[src/rtl/nosc_ram.sv]
// ----------------------------------------------------------------------------
// nosc_ram
// Generic single-write, single-read RAM with registered read data.
// ----------------------------------------------------------------------------
module nosc_ram #(
  parameter int Width = 16,
  parameter int Depth = 64
) (
  input  logic                     clk_i,
  input  logic                     we_i,
  input  logic [$clog2(Depth)-1:0] waddr_i,
  input  logic [Width-1:0]         wdata_i,
  input  logic [$clog2(Depth)-1:0] raddr_i,
  output logic [Width-1:0]         rdata_o
);

  logic [Width-1:0] mem_q [Depth];

  always_ff @(posedge clk_i) begin
    if (we_i) begin
      mem_q[waddr_i] <= wdata_i;
    end
    rdata_o <= mem_q[raddr_i];
  end

endmodule

[config.mk]
export PLATFORM = sky130hd
export DESIGN_NAME = nosc_ram
export DESIGN_NICKNAME = d
export VERILOG_FILES = /design/src/rtl/nosc_ram.sv
export SDC_FILE = /design/constraint.sdc
export NUM_CORES = 1
export LEC_CHECK = 0
export BUFFER_PORTS_ARGS = -buffer_cell sky130_fd_sc_hd__buf_4
export CORE_AREA = 2 2 264 266
export CTS_CLUSTER_SIZE = 10
export DETAILED_ROUTE_END_ITERATION = 8
export DIE_AREA = 0 0 266 268
export HOLD_SLACK_MARGIN = 0.06
export PLACE_DENSITY = 0.76
export SLEW_MARGIN = 25
export SYNTH_ARGS = -nofsm -noshare
export SYNTH_HDL_FRONTEND = slang
export SYNTH_SLANG_ARGS = --single-unit
[constraint.sdc]
create_clock -name clk_i -period 3.2 [get_ports clk_i]
set_input_delay 0.8 -clock clk_i [delete_from_list [all_inputs] [get_ports clk_i]]
set_output_delay 0.8 -clock clk_i [all_outputs]
set_load 0.01 [all_outputs]
Word level (Yosys, flattened, before mapping)
Memory sizes are Yosys's and may differ from the RTL's. A register that Yosys moved wholly into a read port is not among the register bits.
Cells that the tools add are included.
Storage, ports and cells
  bits in registers: 0
  memory bits (writable): 1024
  input bits: 30
  output and inout bits: 16
  logic and storage cells: 3
  memories kept: 1
Cells by class
  mux-type cells: 2
Memories
  mem_q: depth 64, bits a word 16, rd ports 1, clocked after memory_dff 1, wr ports 1, RTL line 17  | logic [Width-1:0] mem_q [Depth];
Operators by type and width (count)
  1-bit 2-to-1 mux: 2

Depth between registers and ports, before layout
  depth after elaboration: 2
  mapped depth: 10

Least setup slack after synthesis
OpenSTA, ideal clock, no wires.
  path kind: input to register
  start: input waddr_i[3]
  end: memory mem_q[48][0], enable pin
  arrival: 2426 ps
  setup slack: 365 ps
  cell stages on the path: 4
  cell sequence: clkbuf_1 nor2b_1 nand4b_1 nor3_1
RTL lines
  from (decl): RTL line 11  | input logic [$clog2(Depth)-1:0] waddr_i,
  to (decl): RTL line 17
No word-level cell before the write port.

==> flow_summary.ini <==
[logic_synthesis]
synth.distinct_cells = 43
ys_seq_area_share_pct = 77.6
syn_inst = 1829
synth_area_per_cell_um2 = 21.9
ys_ff_latch = 1040
syn_nets = 1859
mappedNetlistArea_mm2 = 0.0400
yosys_warnings = 0
async_flop_share_pct = 0
synth-edff-count = 1024
synth_flop_cell = edfxtp_1

[power_and_ir_drop]
p_comb_share_pct = 5.3
p_per_area_mw_per_mm2 = 619
clkPwrFrac_pct = 40.7
power_switching_w = 0.00585
p_seq_share_pct = 54.1
p_int_w = 0.0222
netSwitchingFraction_pct = 20.9
power_w = 0.0280
ir_worst_vdd_v = 0.000490
p_leak_nw = 14.5

[die]
die_w_um = 266
die_y_um = 268
placementRows = 96
ios = 46
die_area_mm2 = 0.0713
core_mm2 = 0.0682
start_util_pct = 58.7

[sta]
maxSlewViolCount = 0
worst_slew_pin_slew_ns = 0.835
whs_ns = 0.665
finalCriticalPeriod_ns = 2.59
tns_ns = 0
rsz0062_at_grt = false
finalHoldViolCount = 0
finalClockSkew_ns = 0.0338
period_share_pct = 80.9
max_freq_mhz = 386
relSlewSlack_pct = 44.3
setup_viol = 0

[critical_path]
cp-start-kind = input port
worst-path-max-fanout = 16
cp_common_cell = buf_4
timing.critical_path.buf_inv = 4
crit_arrival_ns = 3.11
crit_chain = buf_8 -> buf_12 -> buf_4 -> mux4_2 -> mux2i_1 -> a22oi_1 -> a31oi_1 -> buf_4 -> a311oi_1
slowest_delay_ns = 0.50
rrSetupSlack_ns = 1.02
end_kind = flip-flop
crit_family = multiplexers
critPathRequiredTime_ns = 3.72
cp_slowest_cell = mux4_2
setup.worst_path.class = input port to flip-flop

[finish]
mostFrequentLayoutCell = edfxtp_1
fin_cells = 2981
syn2layout_area_growth_pct = 13.1
nNetsFinal = 2069
final_layout_size_suffix_gt1_share_pct = 27.6
layout_common_cells = edfxtp_1 (1024), mux4_2 (220), buf_4 (178), clkbuf_16 (114), mux2i_1 (85)
final_area_mm2 = 0.0453

[cts]
worst_skew_pair.late_latency_ns = 0.68
cts_setup_buffers = 0
cts.sinks = 1040
cts_root_buf = clkbuf_16
cts_made_buffers = 114
max-clock-path-buffers = 3
cts_resized = 0
clk_pin_slew_ns = 0.05
cts-htree-levels = 3
cts_hold_buffers = 0
cts_tree = built

[routing]
wl_mm = 92.9
ant_nets = 0
drt_iter0_markers = 2973
drc = 0
num_vias = 19900
wl_per_cell_um = 31.1
avgViaCountPerCell = 6.68
dr.pass1.iters = 5

[place]
placedCellCount = 2805
io_buffers = 45
dp_hpwl_mm = 54.0
dpl_cell_area_mm2 = 0.0421
gp_congestion = 0.849

[global_route]
grt_pass1_vias = 19900
grt_max_degree = 65
grt_antenna_before_repair = 3
track_usage_pct = 26.6
gr-total-overflow = 0
grt_pass1_wl_mm = 136

[status]
status = completed

[flow_run]
cap_violations = 0

[hold_path]
hold_class = input port to flip-flop
## worst paths after layout
check,cells past startpoint,start,to
max reg2reg,6,mem_q[23][1],rdata_o[1]
min,3,raddr_i[4],rdata_o[6]
max,9,raddr_i[0],rdata_o[4]
min reg2reg,4,mem_q[27][10],rdata_o[10]
## worst reg2reg max path, cell delays in order (launching register included)
cell      delay (ns)
edfxtp_1        0.37
mux4_2          0.47
mux2i_1         0.34
a22oi_1         0.19
a31oi_1         0.44
buf_4           0.19
a311oi_1        0.04
## through the flow
stage	util, %	setup slack, ns
final	66.4	0.612
after CTS	66.4	0.744
after detailed placement	61.8	0.0517
after global routing	66.4	0.615
after global placement	61.8	0.0735
after floorplan	-	0.365
## state kept, by name, indices dropped and copies added, names as in the netlist
register  flops
rdata_o      16
mem_q      1024
## power by group through the flow
stage / registers [W] / clock network, W / logic (W)
final: 0.0151 / 0.0114 / 0.00148
after global routing: 0.0151 / 0.0121 / 0.00155
after CTS: 0.0151 / 0.0115 / 0.00148
after detailed placement: 0.0154 / 0 / 0.00147
after global placement: 0.0154 / 0 / 0.00144
after floorplan: 0.0154 / 0 / 0.000781
## cell usage after synthesis (17+ instances only)
cell type  count  area [um^2]
mux2i_1       85          851
edfxtp_1    1024        30700
clkbuf_1      24         90.1
a22oi_1       39          293
nor2b_1       30          188
nand2_1       59          221
mux4_2       220         4950
mux2_2        27          304
buf_2         36          180
nand3_1       24          120
buf_6         17          191
a21oi_1       17         85.1
nor2_1        72          270
## metal layers
layer  vias up  routed length [um]  GRT usage (%)  share of wire (%)
met4         6                3290           9.06                3.5
met5         -                  37              0              0.040
li1       8068                   -              -                  -
met3       201                9810           5.52                 11
met1     10400               35700           38.2                 38
met2      1224               44100           41.7                 47
## final cells by class
type / count / area (um^2)
Antenna cell: 2 / 5.00
Clock buffer: 165 / 3050
Clock inverter: 9 / 77.6
Fill cell: 4257 / 22900
Multi-Input combinational cell: 685 / 8250
Sequential cell: 1040 / 31100
Tap cell: 882 / 1100
Timing Repair Buffer: 198 / 1720
## cells by family after synthesis
group,share of synthesized area [%]
flip-flops,77.6
multiplexers,15.5
AND/OR/NAND/NOR,2.65
AO/OA/AOI/OAI,2.41
buffers and inverters,1.83
Note: power is estimated with default switching activity, not from simulation.
